**src/sv/prg_pkg.sv**
```systemverilog
// Shared types, codes and helpers for the PIN retry counter guard.
// No dependencies; imported by prg_ctrl, prg_dp and the top level.
package prg_pkg;

	localparam int DIGEST_BITS_DEF = 64;
	localparam int DIG_PORT_W      = 64;
	localparam int LEN_W           = 8;
	localparam int CNT_W           = 4;
	localparam int CFG_IDX_W       = 3;
	localparam int CFG_DATA_W      = 8;

	typedef enum logic [1:0] {
		ST_IDLE,
		ST_FETCH,
		ST_EXEC
	} prg_state_t;

	typedef enum logic [2:0] {
		MODE_VERIFY      = 3'd0,
		MODE_CHANGE      = 3'd1,
		MODE_RESET_CODE  = 3'd2,
		MODE_RESET_ADMIN = 3'd3,
		MODE_SET_CODE    = 3'd4,
		MODE_CLEAR       = 3'd5
	} prg_mode_t;

	typedef enum logic [1:0] {
		SEL_USER  = 2'd0,
		SEL_ADMIN = 2'd1,
		SEL_CODE  = 2'd2,
		SEL_NONE  = 2'd3
	} prg_sel_t;

	typedef enum logic [2:0] {
		STS_OK      = 3'd0,
		STS_BADLEN  = 3'd1,
		STS_NOCODE  = 3'd2,
		STS_BLOCKED = 3'd3,
		STS_WRONG   = 3'd4
	} prg_status_t;

	typedef enum logic [2:0] {
		CFG_USER_MIN   = 3'd0,
		CFG_ADMIN_MIN  = 3'd1,
		CFG_CODE_MIN   = 3'd2,
		CFG_MAX_LEN    = 3'd3,
		CFG_USER_INIT  = 3'd4,
		CFG_ADMIN_INIT = 3'd5
	} prg_cfg_t;

	// controller -> datapath commands
	typedef struct packed {
		logic load;    // capture the input transfer
		logic fetch;   // look up addressed secret, length checks, digest compare
		logic commit;  // write state and the result register
	} prg_cmd_t;

	function automatic logic len_ok(input logic [LEN_W-1:0] len,
	                                input logic [LEN_W-1:0] mn,
	                                input logic [LEN_W-1:0] mx);
		return (len <= mx) && (len >= mn);
	endfunction

endpackage

```
**src/sv/prg_ctrl.sv**
```systemverilog
// Command sequencer for the PIN retry counter guard: idle, fetch, execute.
// Depends on prg_pkg; drives prg_dp through prg_cmd_t.
module prg_ctrl import prg_pkg::*; (
	input  logic     clk,
	input  logic     arst_n,
	input  logic     in_valid,
	output logic     in_stall,
	output logic     out_valid,
	input  logic     out_stall,
	output prg_cmd_t cmd
);

	prg_state_t state_q, state_n;
	logic       out_valid_q;
	logic       out_free;

	// result register can take a new value this cycle
	assign out_free = !out_valid_q || !out_stall;

	always_comb begin
		state_n = state_q;
		case (state_q)
			ST_IDLE: begin
				if (in_valid) state_n = ST_FETCH;
			end
			ST_FETCH: begin
				state_n = ST_EXEC;
			end
			ST_EXEC: begin
				if (out_free) state_n = ST_IDLE;
			end
			default: begin
				state_n = ST_IDLE;
			end
		endcase
	end

	always_comb begin
		cmd.load   = (state_q == ST_IDLE) && in_valid;
		cmd.fetch  = (state_q == ST_FETCH);
		cmd.commit = (state_q == ST_EXEC) && out_free;
		in_stall   = (state_q != ST_IDLE);
	end

	always_ff @(posedge clk or negedge arst_n) begin
		if (!arst_n) begin
			state_q     <= ST_IDLE;
			out_valid_q <= 1'b0;
		end else begin
			state_q <= state_n;
			if (cmd.commit) out_valid_q <= 1'b1;
			else if (!out_stall) out_valid_q <= 1'b0;
		end
	end

	assign out_valid = out_valid_q;

`ifndef SYNTHESIS
	a_commit_free: assert property (@(posedge clk) disable iff (!arst_n)
		cmd.commit |-> !(out_valid_q && out_stall))
		else $error("commit while result register held");
	a_accept_fetch: assert property (@(posedge clk) disable iff (!arst_n)
		(in_valid && !in_stall) |=> (state_q == ST_FETCH))
		else $error("accepted transfer not followed by fetch");
	a_out_from_commit: assert property (@(posedge clk) disable iff (!arst_n)
		$rose(out_valid_q) |-> $past(cmd.commit))
		else $error("result appeared without commit");
`endif

endmodule

```
**src/sv/prg_dp.sv**
```systemverilog
// Datapath for the PIN retry counter guard: config registers, secret store,
// checks and result register. Depends on prg_pkg; commanded by prg_ctrl.
module prg_dp import prg_pkg::*; #(
	parameter int DIGEST_BITS = DIGEST_BITS_DEF
) (
	input  logic                  clk,
	input  logic                  arst_n,
	input  logic                  cfg_we,
	input  logic [CFG_IDX_W-1:0]  cfg_idx,
	input  logic [CFG_DATA_W-1:0] cfg_data,
	input  prg_cmd_t              cmd,
	input  logic [2:0]            mode,
	input  logic [1:0]            which,
	input  logic [DIG_PORT_W-1:0] presented_digest,
	input  logic [LEN_W-1:0]      presented_len,
	input  logic [DIG_PORT_W-1:0] new_digest,
	input  logic [LEN_W-1:0]      new_len,
	output logic [2:0]            status,
	output logic [CNT_W-1:0]      retries_left,
	output logic                  user_verified,
	output logic                  admin_verified,
	output logic                  code_verified,
	output logic                  code_present
);

	// configuration
	logic [LEN_W-1:0] user_min_q, admin_min_q, code_min_q, max_len_q;
	logic [CNT_W-1:0] user_init_q, admin_init_q;

	// secret store: user, admin, reset code
	logic [2:0][DIGEST_BITS-1:0] dig_q, dig_n;
	logic [2:0][CNT_W-1:0]       cnt_q, cnt_n;
	logic [2:0]                  flag_q, flag_n;
	logic                        code_set_q, code_n;

	// captured command
	logic [2:0]             mode_q;
	logic [1:0]             which_q;
	logic [DIGEST_BITS-1:0] pdig_q, ndig_q;
	logic [LEN_W-1:0]       plen_q, nlen_q;

	// fetch stage
	logic [1:0]       tgt_c, nidx_c;
	logic [1:0]       tgt_s1;
	logic             hit_s1, plen_ok_s1, nlen_ok_s1, plen_zero_s1;
	logic [CNT_W-1:0] cnt_s1;

	// execute
	prg_status_t      v_status, sts_n;
	logic             v_upd;
	logic [CNT_W-1:0] v_cnt, retries_n;

	// result register
	logic [2:0]       status_q;
	logic [CNT_W-1:0] retries_q;

	function automatic logic [LEN_W-1:0] min_of(input logic [1:0] idx,
	                                             input logic [LEN_W-1:0] u,
	                                             input logic [LEN_W-1:0] a,
	                                             input logic [LEN_W-1:0] c);
		logic [LEN_W-1:0] r;
		case (idx)
			SEL_USER:  r = u;
			SEL_ADMIN: r = a;
			default:   r = c;
		endcase
		return r;
	endfunction

	function automatic logic [CNT_W-1:0] reload(input logic [1:0] idx,
	                                            input logic [CNT_W-1:0] u,
	                                            input logic [CNT_W-1:0] a);
		return (idx == SEL_USER) ? u : a;
	endfunction

	always_ff @(posedge clk or negedge arst_n) begin
		if (!arst_n) begin
			user_min_q   <= LEN_W'(6);
			admin_min_q  <= LEN_W'(8);
			code_min_q   <= LEN_W'(8);
			max_len_q    <= LEN_W'(127);
			user_init_q  <= CNT_W'(3);
			admin_init_q <= CNT_W'(3);
		end else if (cfg_we) begin
			case (cfg_idx)
				CFG_USER_MIN:   user_min_q   <= cfg_data;
				CFG_ADMIN_MIN:  admin_min_q  <= cfg_data;
				CFG_CODE_MIN:   code_min_q   <= cfg_data;
				CFG_MAX_LEN:    max_len_q    <= cfg_data;
				CFG_USER_INIT:  user_init_q  <= cfg_data[CNT_W-1:0];
				CFG_ADMIN_INIT: admin_init_q <= cfg_data[CNT_W-1:0];
				default: ;
			endcase
		end
	end

	always_ff @(posedge clk) begin
		if (cmd.load) begin
			mode_q  <= mode;
			which_q <= which;
			pdig_q  <= presented_digest[DIGEST_BITS-1:0];
			plen_q  <= presented_len;
			ndig_q  <= new_digest[DIGEST_BITS-1:0];
			nlen_q  <= new_len;
		end
	end

	// secret checked/reported, and secret whose new length is checked
	always_comb begin
		case (mode_q)
			MODE_RESET_CODE, MODE_SET_CODE: tgt_c = SEL_CODE;
			MODE_RESET_ADMIN:               tgt_c = SEL_USER;
			default:                        tgt_c = which_q;
		endcase
		nidx_c = (mode_q == MODE_CHANGE) ? tgt_c : SEL_USER;
	end

	always_ff @(posedge clk) begin
		if (cmd.fetch) begin
			tgt_s1       <= tgt_c;
			hit_s1       <= (tgt_c != SEL_NONE) && (pdig_q == dig_q[tgt_c]);
			cnt_s1       <= (tgt_c == SEL_NONE) ? '0 : cnt_q[tgt_c];
			plen_ok_s1   <= (tgt_c != SEL_NONE) && len_ok(plen_q,
				min_of(tgt_c, user_min_q, admin_min_q, code_min_q), max_len_q);
			nlen_ok_s1   <= (nidx_c != SEL_NONE) && len_ok(nlen_q,
				min_of(nidx_c, user_min_q, admin_min_q, code_min_q), max_len_q);
			plen_zero_s1 <= (plen_q == '0);
		end
	end

	// verify of the fetched secret
	always_comb begin
		v_upd = 1'b0;
		v_cnt = hit_s1 ? reload(tgt_s1, user_init_q, admin_init_q) : cnt_s1 - CNT_W'(1);
		if ((tgt_s1 == SEL_NONE) || !plen_ok_s1) begin
			v_status = STS_BADLEN;
		end else if ((tgt_s1 == SEL_CODE) && !code_set_q) begin
			v_status = STS_NOCODE;
		end else if (cnt_s1 == '0) begin
			v_status = STS_BLOCKED;
		end else begin
			v_upd = 1'b1;
			if (hit_s1) v_status = STS_OK;
			else if (cnt_s1 == CNT_W'(1)) v_status = STS_BLOCKED;
			else v_status = STS_WRONG;
		end
	end

	always_comb begin
		dig_n  = dig_q;
		cnt_n  = cnt_q;
		flag_n = flag_q;
		code_n = code_set_q;
		sts_n  = STS_WRONG;
		case (mode_q)
			MODE_VERIFY: begin
				sts_n = v_status;
				if (v_upd) begin
					cnt_n[tgt_s1]  = v_cnt;
					flag_n[tgt_s1] = hit_s1;
				end
			end
			MODE_CHANGE: begin
				if (!nlen_ok_s1) begin
					sts_n = STS_BADLEN;
				end else begin
					sts_n = v_status;
					if (v_upd) begin
						cnt_n[tgt_s1]  = v_cnt;
						flag_n[tgt_s1] = hit_s1;
						if (hit_s1) dig_n[tgt_s1] = ndig_q;
					end
				end
			end
			MODE_RESET_CODE: begin
				if (!nlen_ok_s1) begin
					sts_n = STS_BADLEN;
				end else begin
					sts_n = v_status;
					if (v_upd) begin
						cnt_n[SEL_CODE]  = v_cnt;
						flag_n[SEL_CODE] = hit_s1;
						if (hit_s1) begin
							dig_n[SEL_USER]  = ndig_q;
							cnt_n[SEL_USER]  = user_init_q;
							flag_n[SEL_USER] = 1'b0;
						end
					end
				end
			end
			MODE_RESET_ADMIN: begin
				if (!nlen_ok_s1) begin
					sts_n = STS_BADLEN;
				end else if (!flag_q[SEL_ADMIN]) begin
					sts_n = STS_WRONG;
				end else begin
					dig_n[SEL_USER]  = ndig_q;
					cnt_n[SEL_USER]  = user_init_q;
					flag_n[SEL_USER] = 1'b0;
					sts_n = STS_OK;
				end
			end
			MODE_SET_CODE: begin
				if (!flag_q[SEL_ADMIN]) begin
					sts_n = STS_WRONG;
				end else if (plen_zero_s1) begin
					dig_n[SEL_CODE] = '0;
					cnt_n[SEL_CODE] = '0;
					code_n = 1'b0;
					sts_n  = STS_OK;
				end else if (!plen_ok_s1) begin
					sts_n = STS_BADLEN;
				end else begin
					dig_n[SEL_CODE] = pdig_q;
					cnt_n[SEL_CODE] = admin_init_q;
					code_n = 1'b1;
					sts_n  = STS_OK;
				end
			end
			MODE_CLEAR: begin
				flag_n = '0;
				sts_n  = STS_OK;
			end
			default: begin
				sts_n = STS_WRONG;
			end
		endcase
		retries_n = (tgt_s1 == SEL_NONE) ? '0 : cnt_n[tgt_s1];
	end

	always_ff @(posedge clk or negedge arst_n) begin
		if (!arst_n) begin
			dig_q      <= '0;
			cnt_q      <= {CNT_W'(0), CNT_W'(3), CNT_W'(3)};
			flag_q     <= '0;
			code_set_q <= 1'b0;
		end else if (cmd.commit) begin
			dig_q      <= dig_n;
			cnt_q      <= cnt_n;
			flag_q     <= flag_n;
			code_set_q <= code_n;
		end
	end

	always_ff @(posedge clk) begin
		if (cmd.commit) begin
			status_q  <= sts_n;
			retries_q <= retries_n;
		end
	end

	// flags change only at commit, which waits for the result register to drain
	assign status         = status_q;
	assign retries_left   = retries_q;
	assign user_verified  = flag_q[SEL_USER];
	assign admin_verified = flag_q[SEL_ADMIN];
	assign code_verified  = flag_q[SEL_CODE];
	assign code_present   = code_set_q;

`ifndef SYNTHESIS
	a_code_cnt: assert property (@(posedge clk) disable iff (!arst_n)
		!code_set_q |-> (cnt_q[SEL_CODE] == '0))
		else $error("reset code counter nonzero while code unset");
	a_clear_flags: assert property (@(posedge clk) disable iff (!arst_n)
		(cmd.commit && (mode_q == MODE_CLEAR)) |=> (flag_q == '0))
		else $error("session clear left a flag set");
	a_bad_sel: assert property (@(posedge clk) disable iff (!arst_n)
		(cmd.commit && (tgt_s1 == SEL_NONE)) |=> ($stable(cnt_q) && $stable(dig_q)))
		else $error("invalid secret select changed the store");
`endif

endmodule

```
**src/sv/pin_retry_counter_guard_core.sv**
```systemverilog
// Top level of the PIN retry counter guard: controller plus datapath.
// Depends on prg_pkg, prg_ctrl and prg_dp.
//
// Guards the user PIN, admin PIN and reset code. Each command (verify,
// change, reset user PIN via reset code or via a verified admin PIN, set or
// clear the reset code, clear session) arrives as one input transfer with
// already hashed digests, of which the low DIGEST_BITS bits are stored and
// compared, and gives exactly one result transfer: a status code, the retry
// counter of the addressed secret after the command, the three session flags
// and whether a reset code is set. A command runs through capture,
// fetch (secret lookup, length checks, digest compare into a register) and
// commit (state and result register written). The next command is accepted
// once the block is back in idle, even while the previous result still waits
// downstream; its commit then waits until that result has been taken.
// Configuration registers (minimum lengths, maximum length, retry reload
// values) must be written through cfg_we/cfg_idx/cfg_data only while no
// command is in flight, which the block itself does not enforce; they take
// effect for the next command. No clearing pass after reset: the store is
// three entries of flip-flops and resets at once.
module pin_retry_counter_guard_core import prg_pkg::*; #(
	parameter int DIGEST_BITS = DIGEST_BITS_DEF
) (
	input  logic                  clk,
	input  logic                  arst_n,
	// configuration write port
	input  logic                  cfg_we,
	input  logic [CFG_IDX_W-1:0]  cfg_idx,
	input  logic [CFG_DATA_W-1:0] cfg_data,
	// command channel
	input  logic                  in_valid,
	output logic                  in_stall,
	input  logic [2:0]            mode,
	input  logic [1:0]            which,
	input  logic [DIG_PORT_W-1:0] presented_digest,
	input  logic [LEN_W-1:0]      presented_len,
	input  logic [DIG_PORT_W-1:0] new_digest,
	input  logic [LEN_W-1:0]      new_len,
	// result channel
	output logic                  out_valid,
	input  logic                  out_stall,
	output logic [2:0]            status,
	output logic [CNT_W-1:0]      retries_left,
	output logic                  user_verified,
	output logic                  admin_verified,
	output logic                  code_verified,
	output logic                  code_present
);

	prg_cmd_t cmd;

	// sequencer: one command in flight, result register decouples output
	prg_ctrl u_ctrl (
		.clk       (clk),
		.arst_n    (arst_n),
		.in_valid  (in_valid),
		.in_stall  (in_stall),
		.out_valid (out_valid),
		.out_stall (out_stall),
		.cmd       (cmd)
	);

	// config, secret store, checks and result register
	prg_dp #(
		.DIGEST_BITS (DIGEST_BITS)
	) u_dp (
		.clk              (clk),
		.arst_n           (arst_n),
		.cfg_we           (cfg_we),
		.cfg_idx          (cfg_idx),
		.cfg_data         (cfg_data),
		.cmd              (cmd),
		.mode             (mode),
		.which            (which),
		.presented_digest (presented_digest),
		.presented_len    (presented_len),
		.new_digest       (new_digest),
		.new_len          (new_len),
		.status           (status),
		.retries_left     (retries_left),
		.user_verified    (user_verified),
		.admin_verified   (admin_verified),
		.code_verified    (code_verified),
		.code_present     (code_present)
	);

endmodule

```
**config.mk**
```make
export PLATFORM = sky130hd
export DESIGN_NAME = pin_retry_counter_guard_core
export DESIGN_NICKNAME = d
export VERILOG_FILES = /design/src/sv/prg_pkg.sv /design/src/sv/prg_ctrl.sv /design/src/sv/prg_dp.sv /design/src/sv/pin_retry_counter_guard_core.sv
export SDC_FILE = /design/constraint.sdc
export NUM_CORES = 1
export LEC_CHECK = 0
export ABC_CLOCK_PERIOD_IN_PS = 8800
export BUFFER_PORTS_ARGS = -buffer_cell sky130_fd_sc_hd__buf_2
export CAP_MARGIN = 10
export CORE_MARGIN = 2
export CORE_UTILIZATION = 40
export DETAILED_ROUTE_END_ITERATION = 6
export GPL_TIMING_DRIVEN = 0
export SLEW_MARGIN = 40
export SYNTH_ARGS = -nofsm -noshare
export SYNTH_HDL_FRONTEND = slang
export SYNTH_SLANG_ARGS = --single-unit
```
**constraint.sdc**
```tcl
create_clock -name clk -period 8.8 [get_ports clk]
set_input_delay 2.2 -clock clk [delete_from_list [all_inputs] [get_ports clk]]
set_output_delay 2.2 -clock clk [all_outputs]
set_load 0.05 [all_outputs]
```
==> Word-level counts from Yosys, hierarchy flattened <==
Index checks and enable logic that the tools add are counted.
{ "totals": {"regBits": 417, "elab_cells": 205} }
{ "op_classes": {"addsub": 1, "n_lt_le_gt_ge": 7, "eq_ne": 34, "n_mux": 85, "n_reduce_logical": 46} }
{ "op_table": {"columns": ["op", "n"], "rows": [
  ["64-bit two-way mux", 10],
  ["192-bit two-way mux", 3],
  ["192-bit bitwise mux", 1],
  ["64-bit one-hot mux with 3 select lines", 1],
  ["64-bit binary-select mux with 2-bit select", 1],
  ["64-bit demux with 2-bit select", 1],
  ["64-bit one-hot mux with 2 select lines", 1],
  ["64-bit == test", 1],
  ["4-bit two-way mux", 15],
  ["3-bit two-way mux", 11],
  ["4-bit one-hot mux with 4 select lines", 2],
  ["8-bit one-hot mux with 2 select lines", 2],
  ["12-bit two-way mux", 2],
  ["2-bit by 1-bit inequality test with 1-bit output (second input constant)", 11],
  ["1-bit two-way mux", 17],
  ["4-bit binary-select mux with 2-bit select", 2],
  ["8-bit greater-or-equal comparator", 2],
  ["8-bit <= comparator", 2],
  ["8-bit two-way mux", 2],
  ["3-bit one-hot mux with 5 select lines", 1],
  ["2-bit AND reduction", 7],
  ["12-bit bitwise mux", 1],
  ["3-bit by 2-bit == test with 1-bit output (second input constant)", 4],
  ["3-bit == test (second input constant)", 4],
  ["37 further kinds", 69]
]} }

==> Depth between registers and ports, before layout <==
{ "logic_depth": {"depth_word": 10, "depth_mapped": 18, "ltp_nobuf": 14} }

==> Hierarchy <==
A second synthesis with hierarchy kept.
{ "hier_totals": {"cells_unflattened": 1746, "area_unflattened_um2": 19622.6} }
{ "modules_own_cells": {"columns": ["module", "n_inst", "cells_per_inst", "area_per_inst_um2"], "rows": [
  ["prg_dp", 1, 1732, 19489.9],
  ["prg_ctrl", 1, 14, 132.6]
]} }

==> Worst setup path after synthesis <==
OpenSTA, ideal clock, no wires.
{ "synth_timing": {"path_kind": "input-to-reg", "startpoint": "input in_valid", "endpoint": "register u_dp.mode_q[0], enable pin", "arrival_time_ns": 8.388, "required_time_ns": 8.140, "path_slack_ns": -0.248, "cell_stages": 2, "path_cell_list": "inv_1 -> nor2_1"} }
{ "synth_lines": {"columns": ["element", "line", "text"], "rows": [
  ["from (decl)", "pin_retry_counter_guard_core.sv:30", "input logic in_valid,"],
  ["to (signal assigned)", "prg_dp.sv:99", "mode_q <= mode;"],
  ["to (decl)", "prg_dp.sv:37", "logic [2:0] mode_q;"]
]} }

==> Final worst setup path <==
{ "layout_timing": {"startpoint": "register u_dp.mode_q[0]", "endpoint": "register u_dp.plen_ok_s1 (data pin)"} }
{ "layout_between": {"elab_chain_len": 9} }
{ "layout_rtl": {"columns": ["element", "line", "text"], "rows": [
  ["3-bit == test or 3-bit by 2-bit == test with 1-bit output (tied branches)", "prg_dp.sv:110", "case (mode_q)"],
  ["2-bit OR reduction", "prg_dp.sv:110", null],
  ["2-bit one-hot mux with 2 select lines *", "prg_dp.sv:110", null],
  ["2-bit by 1-bit == test with 1-bit output or 2-bit zero test (tied branches)", "prg_dp.sv:62", "case (idx)"],
  ["8-bit one-hot mux with 2 select lines", "prg_dp.sv:62", null],
  ["8-bit two-way mux", "prg_dp.sv:119", "if (cmd.fetch) begin"],
  ["8-bit greater-or-equal comparator", "prg_pkg.sv:61", "return (len <= mx) && (len >= mn);"],
  ["1-bit logical AND", "prg_pkg.sv:61", null],
  ["1-bit logical AND *", "prg_dp.sv:123", "plen_ok_s1 <= (tgt_c != SEL_NONE) && len_ok(plen_q,"],
  ["to (signal assigned)", "prg_dp.sv:123", null],
  ["to (decl)", "prg_dp.sv:45", "logic hit_s1, plen_ok_s1, nlen_ok_s1, plen_zero_s1;"]
]} }
Mark *: on every way between the ends. The rest lies on a longest branch, timed or not. The select of a mux whose other input is x is not followed.
A chain may end at the register's enable or synchronous reset.

==> impl_results.md <==
* Synthesized net count at 2059
* Vias in the first global route at 16374
* GR Util All Layers at 27.2%
* H-tree Lvls at 2
* Final Slew Violations at 0
* # Max-Cap Violations at 0
* Top cells by area, synth: dfrtp_1, edfxtp_1, o21ai_0
* Post-route ant nets at 0
* Crit Path Class: flop to flop
* Slew at the pin closest to its max-slew limit at 0.881 ns
* R2R Path Start: u_dp.mode_q[0]
* Multi-input logic area at 0.00797 mm2
* Power Density at 284 mW/mm2
* Reg area at 0.0113 mm2
* EDFF count, synth at 166
* PnR Total Power at 6.77 mW
* Crit Path Max Fanout at 10
* Mapped Cells at 1859
* Worst-case reg-to-reg path depth at 18
* Post-cts sizing count at 0
* Violated checks: DRC
* Yosys reg bits at 417
* Syn Area/Cell at 10.8 um2
* Syn Std Cell Area at 0.0202 mm2
* DRT Pass-1 Iters at 7
* F_max at 0.197 GHz
* Yosys warning count at 0
* Final HPWL from detailed placement at 51600 um
* Antenna diodes at 0
* Cell accounting for the most synthesized area: dfrtp_1
* CP endpoint: u_dp.plen_ok_s1
* Core area at 0.0500 mm2
* First-pass GRT wire length at 106000 um
* Die height at 228 um
* CTS Buffer Depth at 3
* Status: finished with violations
* WL/cell at 25.4 um
* RSZ-0062 raised after global routing: no
* WHS at 0.477 ns
* CP startpoint: u_dp.mode_q[0]
* CP required at 9.12 ns
* Area share of the largest cell type after synthesis at 28.8%
* Row Count at 82
* Largest net degree at the start of global routing at 69
* VDD IR-drop max at 0.193 mV
* I/O pins at 178
* Leak pwr at 9.96 nW
* Clock slew at reported path FFs at 0.06 ns
* Vias at 16602
* Wirelength, routed at 71500 um
* Gpl congestion at 0.970
* Total gr overflow at 0
* CP Capture Type: flop
* Post-CTS Setup Inserts at 0
* Post-Route Skew at 0.0335 ns
* Register area share after synthesis at 56.0%
* Clk Latency, worst-skew pair at 0.60 ns
* Slew headroom at 41.2%
* Reg2Reg Capture Point: u_dp.plen_ok_s1
* CP Launch Type: flop
* Period utilization at 57.7%
* Setup TNS at 0 ns
* Setup slack, reg-to-reg at 3.72 ns
* Fin crit period at 5.08 ns
* Share of post-route cells with drive strength above 1 at 19.9%
* CTS Hold Bufs at 0
* Via/cell ratio at 5.91
* DR iter-0 viols at 1970
* CTS Root Cell: clkbuf_16
* Worst path arrival time at 5.40 ns
* Setup WS pre-CTS at 3.87 ns
* Asr flop ratio synth at 60.2%
* Main synth FF type: dfrtp_1
* Filler instances at 4642
* Setup WS post-layout at 3.72 ns
* TritonCTS Buffers at 47
* # clock sinks at 417
* Setup violations, final at 0
* Hold WC Path Type: flop to flop
* Initial Utilization at 40.3%
* Die Footprint at 0.0522 mm2
* Antenna violations before repair at 1
* CTS tree: done
* Final Hold Viols at 0
* Port Buffers at 175
* Final nets at 2298
* Die width at 228 um
* # DRC at 4
* Distinct cells, synth at 68
* Synth-to-layout area growth at 18.3%
==> metal layers <==
layer / global-route usage, % / wire length, um / up-vias
met3: 4.75 / 6020 / 194
met2: 43.7 / 33000 / 841
met5: 0 / 10 / -
li1: - / - / 7324
met4: 12.6 / 3470 / 2
met1: 36.0 / 29000 / 8241
==> kinds of logic (layout without fill, tap and decap cells) <==
group	Yosys count	after routing	synth area share, %
multiplexers	158	158	8.38
AND/OR/NAND/NOR	468	468	11.4
buffers and inverters	232	510	4.61
adder cells (fa/ha/maj)	35	35	2.17
flip-flops	417	417	56.0
XOR/XNOR	39	39	1.70
AO/OA/AOI/OAI	510	510	15.7
==> cells in the mapped netlist (23+ instances only) <==
| library cell | n |
|---|---|
| a21oi_1 | 79 |
| a22oi_1 | 71 |
| a31oi_1 | 23 |
| buf_2 | 26 |
| clkbuf_1 | 80 |
| dfrtp_1 | 232 |
| edfxtp_1 | 166 |
| ha_1 | 35 |
| inv_1 | 109 |
| mux2_2 | 85 |
| mux2i_1 | 73 |
| nand2_1 | 171 |
| nand3_1 | 108 |
| nor2_1 | 57 |
| o211ai_1 | 27 |
| o21ai_0 | 200 |
| xnor2_1 | 36 |
==> sequential cells by signal (all words and copies together) (netlist names), 8 cells and up <==
signal            flops
u_dp.admin_min_q      8
u_dp.cnt_q           12
u_dp.code_min_q       8
u_dp.dig_q          192
u_dp.max_len_q        8
u_dp.ndig_q          64
u_dp.nlen_q           8
u_dp.pdig_q          64
u_dp.plen_q           8
u_dp.user_min_q       8
==> cells in the final DEF, fill, tap and decap left out, types with 36 or more instances in the layout <==
cell and n:
inv_1 109, xnor2_1 36, nor2_1 56, mux2i_1 73
nand3_1 108, o21ai_0 200, a22oi_1 71, nand2_1 171
clkbuf_16 49, buf_2 202, edfxtp_1 166, mux2_2 85
clkbuf_1 77, dfrtp_1 232, a21oi_1 79
==> how the worst min path moves through the flow <==
stage / from / end / slack (ns) / cells after the start
after floorplan: u_dp.dig_q[138] / u_dp.dig_q[138] / 0.44 / 2
after global placement: u_dp.dig_q[170] / u_dp.dig_q[170] / 0.46 / 2
after detailed placement: u_dp.dig_q[170] / u_dp.dig_q[170] / 0.46 / 2
after CTS: u_dp.dig_q[170] / u_dp.dig_q[170] / 0.48 / 2
after global routing: u_dp.dig_q[170] / u_dp.dig_q[170] / 0.50 / 2
final: u_dp.dig_q[170] / u_dp.dig_q[170] / 0.48 / 2
==> metrics by stage <==
step / cell area (um2) / cells / util, %
final: 23800 / 2809 / 47.7
after floorplan: 20200 / 1859 / -
after detailed placement: 22200 / 2721 / 44.4
after global routing: 23800 / 2809 / 47.7
after CTS: 23800 / 2809 / 47.7
after global placement: 21900 / 2706 / 43.8
==> cell type report <==
type / instances / area share (%)
sequential: 417 / 47.3
multi-input combinational: 1210 / 33.4
clock buffer: 54 / 5.31
timing repair buffer: 190 / 4.89
tap: 672 / 3.53
buffer: 121 / 2.19
inverter: 111 / 1.75
clock inverter: 34 / 1.55
==> where the power goes <==
group | leakage, nW | switching (mW) | total (mW) | internal (mW)
sequential | 4.42 | 0.419 | 2.95 | 2.53
clock | 0.805 | 0.840 | 2.08 | 1.24
combinational | 4.74 | 1.08 | 1.74 | 0.660
total | 9.96 | 2.34 | 6.77 | 4.43
==> critical path, cell delays in order (launching register included) <==
cell      delay [ns]
edfxtp_1        0.48
or3b_1          0.40
buf_2           0.21
nand3_4         0.20
buf_2           0.45
buf_2           0.49
buf_2           0.40
buf_1           0.49
nand2_1         0.12
a31oi_1         0.20
ha_1            0.25
nand2b_1        0.14
a21o_1          0.17
a21o_1          0.16
a21o_1          0.17
a21oi_1         0.14
nor2b_1         0.06
o21ai_0         0.15
a21oi_1         0.12
Power figures use the tool's default switching activity.
